[src/hmr_pkg.sv]
`timescale 1ns / 1ps
// ----------------------------------------------------------------------------
// hmr_pkg
// Shared types and constants of the HTTP message receiver.
// ----------------------------------------------------------------------------
package hmr_pkg;

    localparam int LENGTH_BITS_DEF = 24;

    typedef enum logic [2:0] {
        PH_DONE = 3'd0,
        PH_REQ  = 3'd1,
        PH_HDR  = 3'd2,
        PH_BODY = 3'd3,
        PH_ERR  = 3'd4
    } t_phase;

    typedef enum logic [1:0] {
        KIND_REPLY = 2'd0,
        KIND_POST  = 2'd1,
        KIND_GET   = 2'd2,
        KIND_OTHER = 2'd3
    } t_kind;

    typedef enum logic [1:0] {
        ERR_NONE   = 2'd0,
        ERR_LENGTH = 2'd1,
        ERR_EOF    = 2'd2
    } t_err;

    typedef enum logic [1:0] {
        NUM_IDLE   = 2'd0,
        NUM_SKIP   = 2'd1,
        NUM_DIGITS = 2'd2,
        NUM_STOP   = 2'd3
    } t_num;

    localparam logic [7:0] CHAR_CR    = 8'h0d;
    localparam logic [7:0] CHAR_LF    = 8'h0a;
    localparam logic [7:0] CHAR_SPACE = 8'h20;
    localparam logic [7:0] CHAR_TAB   = 8'h09;
    localparam logic [7:0] CHAR_PLUS  = 8'h2b;
    localparam logic [7:0] CHAR_MINUS = 8'h2d;
    localparam logic [7:0] CHAR_ZERO  = 8'h30;
    localparam logic [7:0] CHAR_NINE  = 8'h39;
    localparam logic [7:0] CHAR_UP_A  = 8'h41;
    localparam logic [7:0] CHAR_UP_Z  = 8'h5a;

    localparam logic [4:0] CL_PREFIX_LEN = 5'd15;
    localparam logic [4:0] POS_MAX       = 5'd31;
    localparam logic [9:0] CODE_MAX      = 10'd999;

    // lower-case patterns; unused slots padded with zero
    localparam logic [7:0] PAT_HTTP [4] = '{"h", "t", "t", "p"};
    localparam logic [7:0] PAT_POST [4] = '{"p", "o", "s", "t"};
    localparam logic [7:0] PAT_GET  [4] = '{"g", "e", "t", 8'h00};
    localparam logic [7:0] PAT_CLEN [16] = '{
        "c", "o", "n", "t", "e", "n", "t", "-",
        "l", "e", "n", "g", "t", "h", ":", 8'h00
    };

endpackage

[src/hmr_parser.sv]
`timescale 1ns / 1ps
// ----------------------------------------------------------------------------
// hmr_parser
// Parse state registers and the per-byte update; presents the result of the
// item being accepted in the same cycle.
// ----------------------------------------------------------------------------
module hmr_parser #(
    parameter int LENGTH_BITS = hmr_pkg::LENGTH_BITS_DEF
) (
    input  logic                   i_clk,
    input  logic                   i_rst_n,
    input  logic                   i_accept,
    input  logic [7:0]             i_data_byte,
    input  logic                   i_start_of_message,
    input  logic                   i_end_of_input,
    output logic [2:0]             o_phase,
    output logic [1:0]             o_message_kind,
    output logic [9:0]             o_status_code,
    output logic [LENGTH_BITS-1:0] o_body_length,
    output logic                   o_body_valid,
    output logic [7:0]             o_body_byte,
    output logic                   o_body_last,
    output logic [1:0]             o_error_code
);
    import hmr_pkg::*;

    localparam int WIDE_BITS = LENGTH_BITS + 4;
    localparam logic [LENGTH_BITS-1:0] LEN_CAP = {LENGTH_BITS{1'b1}};

    t_phase                 r_phase,   n_phase;
    logic [4:0]             r_pos,     n_pos;
    logic [3:0]             r_flags,   n_flags;
    logic                   r_prev_cr, n_prev_cr;
    logic                   r_empty,   n_empty;
    t_kind                  r_kind,    n_kind;
    t_num                   r_num,     n_num;
    logic                   r_neg,     n_neg;
    logic [9:0]             r_code,    n_code;
    logic [LENGTH_BITS-1:0] r_len,     n_len;
    logic [LENGTH_BITS-1:0] r_remain,  n_remain;
    t_err                   r_err,     n_err;

    logic [7:0]             v_lc;
    logic [4:0]             v_pos;
    logic                   v_digit_ok;
    logic                   v_space;
    logic [3:0]             v_digit;
    logic                   v_is_len;
    logic                   v_num_go;
    logic                   v_add;
    logic [WIDE_BITS-1:0]   v_len_wide;
    logic [13:0]            v_code_wide;
    logic                   v_valid;
    logic                   v_last;

    always_ff @(posedge i_clk) begin
        if (!i_rst_n) begin
            r_phase   <= PH_REQ;
            r_pos     <= '0;
            r_flags   <= 4'hf;
            r_prev_cr <= 1'b0;
            r_empty   <= 1'b1;
            r_kind    <= KIND_OTHER;
            r_num     <= NUM_IDLE;
            r_neg     <= 1'b0;
            r_code    <= '0;
            r_len     <= '0;
            r_remain  <= '0;
            r_err     <= ERR_NONE;
        end else if (i_accept) begin
            r_phase   <= n_phase;
            r_pos     <= n_pos;
            r_flags   <= n_flags;
            r_prev_cr <= n_prev_cr;
            r_empty   <= n_empty;
            r_kind    <= n_kind;
            r_num     <= n_num;
            r_neg     <= n_neg;
            r_code    <= n_code;
            r_len     <= n_len;
            r_remain  <= n_remain;
            r_err     <= n_err;
        end
    end

    always_comb begin
        n_phase   = r_phase;
        n_pos     = r_pos;
        n_flags   = r_flags;
        n_prev_cr = r_prev_cr;
        n_empty   = r_empty;
        n_kind    = r_kind;
        n_num     = r_num;
        n_neg     = r_neg;
        n_code    = r_code;
        n_len     = r_len;
        n_remain  = r_remain;
        n_err     = r_err;
        v_valid   = 1'b0;
        v_last    = 1'b0;

        v_lc = ((i_data_byte >= CHAR_UP_A) && (i_data_byte <= CHAR_UP_Z))
             ? (i_data_byte + 8'd32) : i_data_byte;
        v_digit_ok = (i_data_byte >= CHAR_ZERO) && (i_data_byte <= CHAR_NINE);
        v_space = (i_data_byte == CHAR_SPACE)
               || ((i_data_byte >= CHAR_TAB) && (i_data_byte <= CHAR_CR));
        v_digit = 4'(i_data_byte - CHAR_ZERO);
        v_is_len = 1'b0;
        v_num_go = 1'b0;
        v_add = 1'b0;
        v_len_wide = '0;
        v_code_wide = '0;

        if (i_start_of_message) begin
            n_phase   = PH_REQ;
            n_pos     = '0;
            n_flags   = 4'hf;
            n_prev_cr = 1'b0;
            n_empty   = 1'b1;
            n_kind    = KIND_OTHER;
            n_num     = NUM_IDLE;
            n_neg     = 1'b0;
            n_code    = '0;
            n_len     = '0;
            n_remain  = '0;
            n_err     = ERR_NONE;
        end
        v_pos = n_pos;

        if (i_end_of_input) begin
            if ((n_phase == PH_REQ) || (n_phase == PH_HDR) || (n_phase == PH_BODY)) begin
                n_phase = PH_ERR;
                n_err   = ERR_EOF;
            end
        end else if (n_phase == PH_BODY) begin
            v_valid = 1'b1;
            if (n_remain != '0) begin
                n_remain = n_remain - 1'b1;
            end
            if (n_remain == '0) begin
                v_last  = 1'b1;
                n_phase = PH_DONE;
            end
        end else if ((n_phase == PH_REQ) || (n_phase == PH_HDR)) begin
            if ((i_data_byte == CHAR_LF) && n_prev_cr) begin
                // end of line
                if (n_phase == PH_REQ) begin
                    if (n_flags[0])      n_kind = KIND_REPLY;
                    else if (n_flags[1]) n_kind = KIND_POST;
                    else if (n_flags[2]) n_kind = KIND_GET;
                    else                 n_kind = KIND_OTHER;
                    n_phase = PH_HDR;
                end else if (n_empty) begin
                    if (n_neg || (n_len == '0)) begin
                        n_phase = PH_ERR;
                        n_err   = ERR_LENGTH;
                    end else begin
                        n_remain = n_len;
                        n_phase  = PH_BODY;
                    end
                end
                n_pos     = '0;
                n_flags   = 4'hf;
                n_prev_cr = 1'b0;
                n_empty   = 1'b1;
                n_num     = NUM_IDLE;
            end else begin
                if (n_phase == PH_REQ) begin
                    if (v_pos < 5'd4) begin
                        if (v_lc != PAT_HTTP[v_pos[1:0]]) n_flags[0] = 1'b0;
                        if (v_lc != PAT_POST[v_pos[1:0]]) n_flags[1] = 1'b0;
                    end
                    if ((v_pos < 5'd3) && (v_lc != PAT_GET[v_pos[1:0]])) begin
                        n_flags[2] = 1'b0;
                    end
                    if (n_num == NUM_IDLE) begin
                        if ((i_data_byte == CHAR_SPACE) && (v_pos >= 5'd4) && n_flags[0]) begin
                            n_num = NUM_SKIP;
                        end
                    end else begin
                        v_num_go = 1'b1;
                    end
                end else begin
                    v_is_len = 1'b1;
                    if (v_pos < CL_PREFIX_LEN) begin
                        if (v_lc != PAT_CLEN[v_pos[3:0]]) n_flags[3] = 1'b0;
                    end else if ((v_pos == CL_PREFIX_LEN) && n_flags[3]) begin
                        // a later length header overrides an earlier one
                        n_len = '0;
                        n_neg = 1'b0;
                        n_num = NUM_SKIP;
                    end
                    v_num_go = (n_num != NUM_IDLE);
                end

                if (v_num_go) begin
                    case (n_num)
                        NUM_SKIP: begin
                            if (v_space) begin
                                n_num = NUM_SKIP;
                            end else if (i_data_byte == CHAR_PLUS) begin
                                n_num = NUM_DIGITS;
                            end else if (i_data_byte == CHAR_MINUS) begin
                                if (v_is_len) begin
                                    n_neg = 1'b1;
                                    n_num = NUM_DIGITS;
                                end else begin
                                    n_num = NUM_STOP;
                                end
                            end else if (v_digit_ok) begin
                                v_add = 1'b1;
                                n_num = NUM_DIGITS;
                            end else begin
                                n_num = NUM_STOP;
                            end
                        end
                        NUM_DIGITS: begin
                            if (v_digit_ok) v_add = 1'b1;
                            else            n_num = NUM_STOP;
                        end
                        default: begin
                            n_num = n_num;
                        end
                    endcase
                end

                if (v_add) begin
                    if (v_is_len) begin
                        v_len_wide = (WIDE_BITS'(n_len) << 3) + (WIDE_BITS'(n_len) << 1)
                                   + WIDE_BITS'(v_digit);
                        n_len = (v_len_wide > WIDE_BITS'(LEN_CAP))
                              ? LEN_CAP : v_len_wide[LENGTH_BITS-1:0];
                    end else begin
                        v_code_wide = (14'(n_code) << 3) + (14'(n_code) << 1) + 14'(v_digit);
                        n_code = (v_code_wide > 14'(CODE_MAX)) ? CODE_MAX : v_code_wide[9:0];
                    end
                end

                if (i_data_byte == CHAR_CR) begin
                    n_empty   = (v_pos == '0);
                    n_prev_cr = 1'b1;
                end else begin
                    n_empty   = 1'b0;
                    n_prev_cr = 1'b0;
                end
                if (v_pos < POS_MAX) begin
                    n_pos = v_pos + 5'd1;
                end
            end
        end
    end

    assign o_phase        = n_phase;
    assign o_message_kind = n_kind;
    assign o_status_code  = n_code;
    assign o_body_length  = n_neg ? '0 : n_len;
    assign o_body_valid   = v_valid;
    assign o_body_byte    = v_valid ? i_data_byte : 8'h00;
    assign o_body_last    = v_last;
    assign o_error_code   = n_err;

endmodule

[src/hmr_out_buf.sv]
`timescale 1ns / 1ps
// ----------------------------------------------------------------------------
// hmr_out_buf
// Two-entry result register; takes a new item while the oldest one waits.
// ----------------------------------------------------------------------------
module hmr_out_buf #(
    parameter int DATA_BITS = hmr_pkg::LENGTH_BITS_DEF + 27
) (
    input  logic                 i_clk,
    input  logic                 i_rst_n,
    input  logic                 i_push,
    input  logic [DATA_BITS-1:0] i_data,
    output logic                 o_full,
    output logic                 o_valid,
    input  logic                 i_stall,
    output logic [DATA_BITS-1:0] o_data
);
    logic [DATA_BITS-1:0] r_mem [2];
    logic                 r_wr_ptr;
    logic                 r_rd_ptr;
    logic [1:0]           r_count;
    logic                 v_pop;

    assign v_pop   = (r_count != 2'd0) && !i_stall;
    assign o_full  = (r_count == 2'd2);
    assign o_valid = (r_count != 2'd0);
    assign o_data  = r_mem[r_rd_ptr];

    always_ff @(posedge i_clk) begin
        if (i_push) begin
            r_mem[r_wr_ptr] <= i_data;
        end
    end

    always_ff @(posedge i_clk) begin
        if (!i_rst_n) begin
            r_wr_ptr <= 1'b0;
            r_rd_ptr <= 1'b0;
            r_count  <= 2'd0;
        end else begin
            if (i_push) r_wr_ptr <= ~r_wr_ptr;
            if (v_pop)  r_rd_ptr <= ~r_rd_ptr;
            case ({i_push, v_pop})
                2'b10:   r_count <= r_count + 2'd1;
                2'b01:   r_count <= r_count - 2'd1;
                default: r_count <= r_count;
            endcase
        end
    end

endmodule

[src/http_message_receiver_unit.sv]
`timescale 1ns / 1ps
// Each accepted item's result is registered before it is offered.
// Throughput: one byte per cycle while the input is not stalled; the parse
// state is updated by one pass of logic per byte and results go through
// a two-entry output register. Input stall rises only when both output
// entries hold untaken results. Reset (synchronous, active low) puts the
// parser in the request line phase and empties the output register.
// ----------------------------------------------------------------------------
// http_message_receiver_unit
// Byte-serial HTTP message parser with body pass-through.
// ----------------------------------------------------------------------------
module http_message_receiver_unit #(
    parameter int LENGTH_BITS = hmr_pkg::LENGTH_BITS_DEF
) (
    input  logic                   i_clk,
    input  logic                   i_rst_n,
    input  logic                   i_in_valid,
    output logic                   o_in_stall,
    input  logic [7:0]             i_data_byte,
    input  logic                   i_start_of_message,
    input  logic                   i_end_of_input,
    output logic                   o_out_valid,
    input  logic                   i_out_stall,
    output logic [2:0]             o_phase,
    output logic [1:0]             o_message_kind,
    output logic [9:0]             o_status_code,
    output logic [LENGTH_BITS-1:0] o_body_length,
    output logic                   o_body_valid,
    output logic [7:0]             o_body_byte,
    output logic                   o_body_last,
    output logic [1:0]             o_error_code
);
    import hmr_pkg::*;

    localparam int DATA_BITS = LENGTH_BITS + 27;

    logic                   w_accept;
    logic                   w_full;
    logic [2:0]             w_phase;
    logic [1:0]             w_kind;
    logic [9:0]             w_code;
    logic [LENGTH_BITS-1:0] w_len;
    logic                   w_bvalid;
    logic [7:0]             w_byte;
    logic                   w_last;
    logic [1:0]             w_err;
    logic [DATA_BITS-1:0]   w_push_data;
    logic [DATA_BITS-1:0]   w_out_data;

    assign o_in_stall = w_full;
    assign w_accept   = i_in_valid && !w_full;

    hmr_parser #(
        .LENGTH_BITS (LENGTH_BITS)
    ) u_parser (
        .i_clk              (i_clk),
        .i_rst_n            (i_rst_n),
        .i_accept           (w_accept),
        .i_data_byte        (i_data_byte),
        .i_start_of_message (i_start_of_message),
        .i_end_of_input     (i_end_of_input),
        .o_phase            (w_phase),
        .o_message_kind     (w_kind),
        .o_status_code      (w_code),
        .o_body_length      (w_len),
        .o_body_valid       (w_bvalid),
        .o_body_byte        (w_byte),
        .o_body_last        (w_last),
        .o_error_code       (w_err)
    );

    assign w_push_data = {w_phase, w_kind, w_code, w_len, w_bvalid, w_byte, w_last, w_err};

    hmr_out_buf #(
        .DATA_BITS (DATA_BITS)
    ) u_out_buf (
        .i_clk   (i_clk),
        .i_rst_n (i_rst_n),
        .i_push  (w_accept),
        .i_data  (w_push_data),
        .o_full  (w_full),
        .o_valid (o_out_valid),
        .i_stall (i_out_stall),
        .o_data  (w_out_data)
    );

    assign {o_phase, o_message_kind, o_status_code, o_body_length,
            o_body_valid, o_body_byte, o_body_last, o_error_code} = w_out_data;

endmodule
[config.mk]
export PLATFORM = sky130hd
export DESIGN_NAME = http_message_receiver_unit
export DESIGN_NICKNAME = d
export VERILOG_FILES = /design/src/hmr_pkg.sv /design/src/hmr_parser.sv /design/src/hmr_out_buf.sv /design/src/http_message_receiver_unit.sv
export SDC_FILE = /design/constraint.sdc
export NUM_CORES = 1
export LEC_CHECK = 0
export ABC_AREA = 1
export BUFFER_PORTS_ARGS = -buffer_cell sky130_fd_sc_hd__buf_4
export CORE_ASPECT_RATIO = 0.75
export CORE_MARGIN = 1.5
export CORE_UTILIZATION = 30
export CTS_BUF_LIST = sky130_fd_sc_hd__clkbuf_4 sky130_fd_sc_hd__clkbuf_8
export DETAILED_ROUTE_END_ITERATION = 10
export SYNTH_ARGS = -nofsm -noshare
export SYNTH_HDL_FRONTEND = slang
export SYNTH_HIERARCHICAL = 1
export SYNTH_SLANG_ARGS = --single-unit
export TNS_END_PERCENT = 50
[constraint.sdc]
create_clock -name i_clk -period 4.5 [get_ports i_clk]
set_input_delay 0.675 -clock i_clk [delete_from_list [all_inputs] [get_ports i_clk]]
set_output_delay 0.675 -clock i_clk [all_outputs]
set_load 0.05 [all_outputs]
Word-level counts from Yosys, hierarchy flattened --
Memory sizes are Yosys's and may differ from the RTL's. A register that Yosys moved wholly into a read port is not among the register bits. Cells that the tools add are included.
Storage, ports and cells: flip-flop bits (word level) 83, memory bits (writable) 102, memory bits (read-only) 128, word-level logic and storage cells 272, memories 2
Cells by class: add/subtract/negate cells 10, $lt $le $gt $ge 15, equal/unequal tests 18, mux-type cells 184, bitwise logic cells 4, reduce and logical (&&, ||, !) cells 24
Memories:
- (name not given) | depth 16, bits a word 8, read ports 1, clocked after memory_dff 0, wr ports 0, RTL line hmr_parser.sv:186 | if (v_lc != PAT_CLEN[v_pos[3:0]]) n_flags[3] = 1'b0;
- u_out_buf.r_mem | depth 2, bits a word 51, read ports 1, clocked after memory_dff 1, wr ports 1, RTL line hmr_out_buf.sv:18 | logic [DATA_BITS-1:0] r_mem [2];
Operator list (count):
- $mux W24 | 27
- $mux W2 | 47
- $mux W10 | 8
- $mux W8 | 10
- $mux W1 | 64
- $bmux W8 S2 | 3
- $logic_not A24 Y1 | 2
- $mux W3 | 11
- $ne A8 B8 Y1 | 4
- $mux W5 | 6
- $add A27 B25 Y28 | 1
- $add A28 B4 Y28 | 1
- $gt A28 B24 Y1 const B | 1
- $eq A8 B6 Y1 const B | 3
- $reduce_bool A24 Y1 | 1
- $sub A24 B1 Y24 const B | 1
- $mux W4 | 5
- $eq A8 B4 Y1 const B | 2
- $add A13 B11 Y14 | 1
- $add A14 B4 Y14 | 1
- $gt A14 B10 Y1 const B | 1
- $logic_and A1 B1 Y1 | 10
- $add A8 B6 Y8 const B | 1
- $ge A8 B4 Y1 const B | 1
- 31 further kinds | 43

Longest topological paths before layout --
depth in word-level cells 34, gate-level depth with buffers 38

Hierarchy --
The synthesis kept the hierarchy.
Modules (own cells, without submodules):
- hmr_parser | instances 1, cells an instance 1796, area an instance 10263.6 um^2, seq. area each 1581.5 um^2
- hmr_out_buf | instances 1, cells an instance 195, area an instance 4175.3 um^2, seq. area each 3163.0 um^2
- http_message_receiver_unit | instances 1, cells an instance 2, area an instance 10.0 um^2, seq. area each 0.0 um^2

Worst setup path before layout --
Ideal clock, no wire load.
path type input to register, start in i_start_of_message, end mem u_out_buf/r_mem[0][13] (netlist name), data pin, setup time 0.268 ns, data arrival time 4.594 ns, required time 4.232 ns, path slack -0.362 ns, stages on the path 32, path buffers 3, path through inv_2 > buf_6 > buf_6 > nand2_1 > inv_1 > ha_1 > nand2_1 > nor2_1 > ha_1 > inv_1 > nor2_1 > nand2_1 > inv_2 > nand2_4 > clkinv_1 > nor2_1 > inv_1 > fa_1 > fa_1 > o21ai_1 > nand2_1 > nand2_1 > nand2_1 > nand3_1 > nand2_1 > nand2_1 > nand2_1 > nor2_4 > buf_4 > nand3_1 > nand2_1 > a21oi_1
Between the ends: cells in the longest elaborated chain, start to end 34, elaborated cells on any way between the ends 97, those cells by class add/sub (2); order compare (4); eq/ne (7); mux (76); bitwise (1); reduce/logical (7)
RTL lines:
- start: declaration | RTL line http_message_receiver_unit.sv:20 | input logic i_start_of_message,
- branches (longest 33 deep; another with $add A27 B25 Y28)
- $mux W24 * | RTL line hmr_parser.sv:256 | assign o_body_length = n_neg ? '0 : n_len;
- named net w_len[1] | RTL line http_message_receiver_unit.sv:42 | logic [LENGTH_BITS-1:0] w_len;
- end: declaration | RTL line hmr_out_buf.sv:18
Mark *: on every way through the listed nets, which the timed path passes. The select of a mux whose other input is x is not followed.

Final worst setup path --
start reg u_parser.r_pos[1], end mem u_out_buf/r_mem[1][21] (netlist name), data pin
Between the ends: cells in the longest elaborated chain, start to end 34, elaborated cells on any way between the ends 79, those cells by class add/sub (2); order compare (4); eq/ne (4); mux (64); bitwise (1); reduce/logical (4)
RTL lines:
- start: declaration | RTL line hmr_parser.sv:31 | logic [4:0] r_pos, n_pos;
- start signal: assignment | RTL line hmr_parser.sv:72 | r_pos <= n_pos;
- $mux W5 * | RTL line hmr_parser.sv:114 | if (i_start_of_message) begin
- branches (longest 32 deep; another with $add A27 B25 Y28)
- $mux W24 * | RTL line hmr_parser.sv:256
- named net w_len[9] | RTL line http_message_receiver_unit.sv:42
Marks and branches as above.

==> results.sh <==
export IMPL_outcome="complete, no violations"
export IMPL_cp_common_cell="nand2_1"
export IMPL_grt_max_degree=75
export IMPL_slew_headroom_pct=29.16
export IMPL_synth_xor_xnor_area_share_pct=1.940
export IMPL_die_x_um=256.4
export IMPL_crit_start="u_parser/r_pos[1]"
export IMPL_yosys_area_share_adder_pct=7.395
export IMPL_multi_input_area_um2=8551
export IMPL_powerDensity_nw_per_um2=349.3
export IMPL_drt_first_pass_iters=5
export IMPL_fin_total_pwr_w=0.006116
export IMPL_cts_buffer_depth=2
export IMPL_setup_worst_path_end_class="flop"
export IMPL_area_growth_pct=21.20
export IMPL_peakVddDrop_mv=0.1656
export IMPL_groute_usage_overall_pct=19.14
export IMPL_hpwl_um=36590
export IMPL_drv_cap=0
export IMPL_path_buf_inv=7
export IMPL_grt_pass1_wl_um=73890
export IMPL_setup_ws_ps=221.0
export IMPL_worstPathMaxFanout=6
export IMPL_start_util_pct=30.43
export IMPL_final_area_um2=17510
export IMPL_power_leakage_nw=8.333
export IMPL_tightest_slew_ps=1056
export IMPL_final_min_clock_period_ps=4279
export IMPL_grt_util_met2_pct=27.45
export IMPL_pin_count=67
export IMPL_path_clk_slew_ps=90
export IMPL_min_period_over_period_pct=95.09
export IMPL_rows=69
export IMPL_drtIter0Drc=1363
export IMPL_yosys_area_top_type_share_pct=21.20
export IMPL_remaining_drc_errors=0
export IMPL_post_drt_wl_per_cell_um=17.28
export IMPL_critPathSlowestCell="ha_1"
export IMPL_placed_cell_area_um2=16580
export IMPL_hp_class="reg -> reg"
export IMPL_cts_root_buffer_cell="clkbuf_8"
export IMPL_drv_slew=0
export IMPL_syn_area_um2=14450
export IMPL_synth_top_family_by_area="simple AND/OR/NAND/NOR gates"
export IMPL_critPathKind="reg -> reg"
export IMPL_grt_pass1_vias=13077
export IMPL_syn_nets=2090
export IMPL_synthMuxAreaShare_pct=5.274
export IMPL_cpLargestDelayFamily="simple AND/OR/NAND/NOR gates"
export IMPL_cts_sinks=186
export IMPL_ctsHoldBuffers=0
export IMPL_syn_avg_cell_area_um2=7.250
export IMPL_yosys_top_cells_count="nand2_1 (463), inv_1 (271), nor2_1 (223), nand3_1 (165), a21oi_1 (135)"
export IMPL_worstPathRequired_ps=4740
export IMPL_gp_congestion=0.9966
export IMPL_async_reset_ff_share_pct=0
export IMPL_synth_edff_count=102
export IMPL_met1_usage_pct=27.93
export IMPL_synthTopCellsByArea="edfxtp_1 (21%), nand2_1 (12%), dfxtp_1 (12%)"
export IMPL_nFillCells=4959
export IMPL_clock_fmax_mhz=233.7
export IMPL_final_nets=2279
export IMPL_use_met3_pct=5.804
export IMPL_ant_nets=0
export IMPL_drt_wl_total_um=48980
export IMPL_die_area_um2=49500
export IMPL_hold_violations=0
export IMPL_synth_compound_area_share_pct=12.69
export IMPL_rr_startpoint="u_parser/r_pos[1]"
export IMPL_cts_tree="done"
export IMPL_synth_simple_area_share_pct=29.01
export IMPL_drive_above_1_share_pct=21.88
export IMPL_yosys_warnings=6
export IMPL_synth_most_common_cell="nand2_1"
export IMPL_hp_start="u_parser/r_remain[0]"
export IMPL_fin_hold_ws_ps=473.8
export IMPL_grt_overflow=0
export IMPL_vias=14321
export IMPL_postSynthCellCount=1993
export IMPL_critical_path_arrival_ps=4520
export IMPL_start_kind="flop"
export IMPL_cts_max_level=4
export IMPL_ys_ff_latch=186
export IMPL_dominantRegCellSynth="edfxtp_1"
export IMPL_setup_viol=0
export IMPL_cts_made_buffers=17
export IMPL_antenna_found_initial=2
export IMPL_clkLatencyLatePin_ps=510
export IMPL_dp_slack_ps=-372.1
export IMPL_finClkSkew_ps=19.17
export IMPL_core_region_area_um2=47480
export IMPL_vias_per_cell=5.053
export IMPL_critPathMaxStageDelay_ps=360
export IMPL_die_h_um=193.1
export IMPL_seq_area_frac_synth_pct=32.84
export IMPL_busiest_layer="met1"
export IMPL_synth_top_area_cell="edfxtp_1"
export IMPL_register_area_um2=4751
export IMPL_synth_distinct_cells=59
export IMPL_io_buffers=66
export IMPL_final_core_util_pct=36.88
==> cells by family after synthesis <==
| family | Yosys count |
|---|---|
| AOI/OAI and AO/OA | 321 |
| muxes | 51 |
| and+or+nand+nor | 960 |
| buffers and inverters | 360 |
| adders and majority gates | 83 |
| xor gates and xnor gates | 32 |
| DFF | 186 |
==> routing by layer <==
metal	share of wire, %	routed length (µm)	up-vias
met5	0	0	-
met4	1.2	599	0
met3	11	5160	53
met2	41	19930	601
met1	48	23290	6715
li1	-	-	6952
==> state kept, by name, summed over array words and instances (netlist names), named ones only <==
| register | flops |
|---|---|
| u_parser/r_kind | 2 |
| u_out_buf/r_mem | 102 |
| u_parser/r_len | 24 |
| u_out_buf/r_rd_ptr | 1 |
| u_parser/r_remain | 24 |
| u_out_buf/r_count | 2 |
| u_parser/r_neg | 1 |
| u_parser/r_pos | 5 |
| u_parser/r_empty | 1 |
| u_parser/r_prev_cr | 1 |
| u_parser/r_num | 2 |
| u_out_buf/r_wr_ptr | 1 |
| u_parser/r_err | 2 |
| u_parser/r_flags | 4 |
| u_parser/r_code | 10 |
| u_parser/r_phase | 3 |
==> cell usage in the layout (no fill, tap or decap), types with 10 or more instances in the layout <==
cell,instances
nand2_1,449
inv_1,266
buf_4,235
nor2_1,200
nand3_1,164
a21oi_1,123
edfxtp_1,102
o21ai_0,92
dfxtp_1,81
ha_1,59
mux2_4,50
nor2_2,32
nand2_2,30
nand4_1,29
xor2_1,21
o21a_1,18
clkbuf_8,17
inv_2,17
ha_4,17
nor2_4,13
a21oi_2,13
nor3_1,13
o211ai_1,13
a31oi_1,13
xnor2_1,11
o21ai_1,10
==> per-stage QoR <==
stage | setup TNS (ps) | instances
floorplan | 0 | 1993
global placement | -17370 | 2791
detailed placement | -21670 | 2791
CTS | 0 | 2822
global route | -0.8966 | 2833
finish | 0 | 2834
==> cell type report <==
cell class	instances	area share, %
Multi-Input combinational cell	1447	48.83
Timing Repair inverter	3	0.2072
Tap cell	639	4.566
Inverter	286	6.216
Clock buffer	18	1.379
Clock inverter	13	0.9431
Timing Repair Buffer	241	10.72
Antenna cell	1	0.01429
Sequential cell	186	27.13
==> final timing paths <==
kind	to	slack, ps	depth (start not counted)
worst max-delay path	u_out_buf/r_mem[1][21]	220	29
worst min-delay path	u_parser/r_remain[0]	470	2
worst max register to register	u_out_buf/r_mem[1][21]	220	29
worst min register to register	u_parser/r_remain[0]	470	2
==> report_power, final <==
part / internal, W / switching [W] / leakage (nW) / total (W)
combinational: 0.000975 / 0.00175 / 6.46 / 0.00272
sequential: 0.00203 / 0.000155 / 1.67 / 0.00219
clock: 0.000558 / 0.000648 / 0.203 / 0.00121
==> tightest hold or removal path, cell delays in order, from the launching register on <==
cell     delay [ps]
dfxtp_1         320
nand2_1          60
a21oi_1          50
==> timing repair <==
item	4_1_cts	5_1_grt
setup buffers	0	5
endpoints found under the setup margin	0	72
gates resized for setup	0	78
Note: power is estimated with default switching activity, not from simulation.
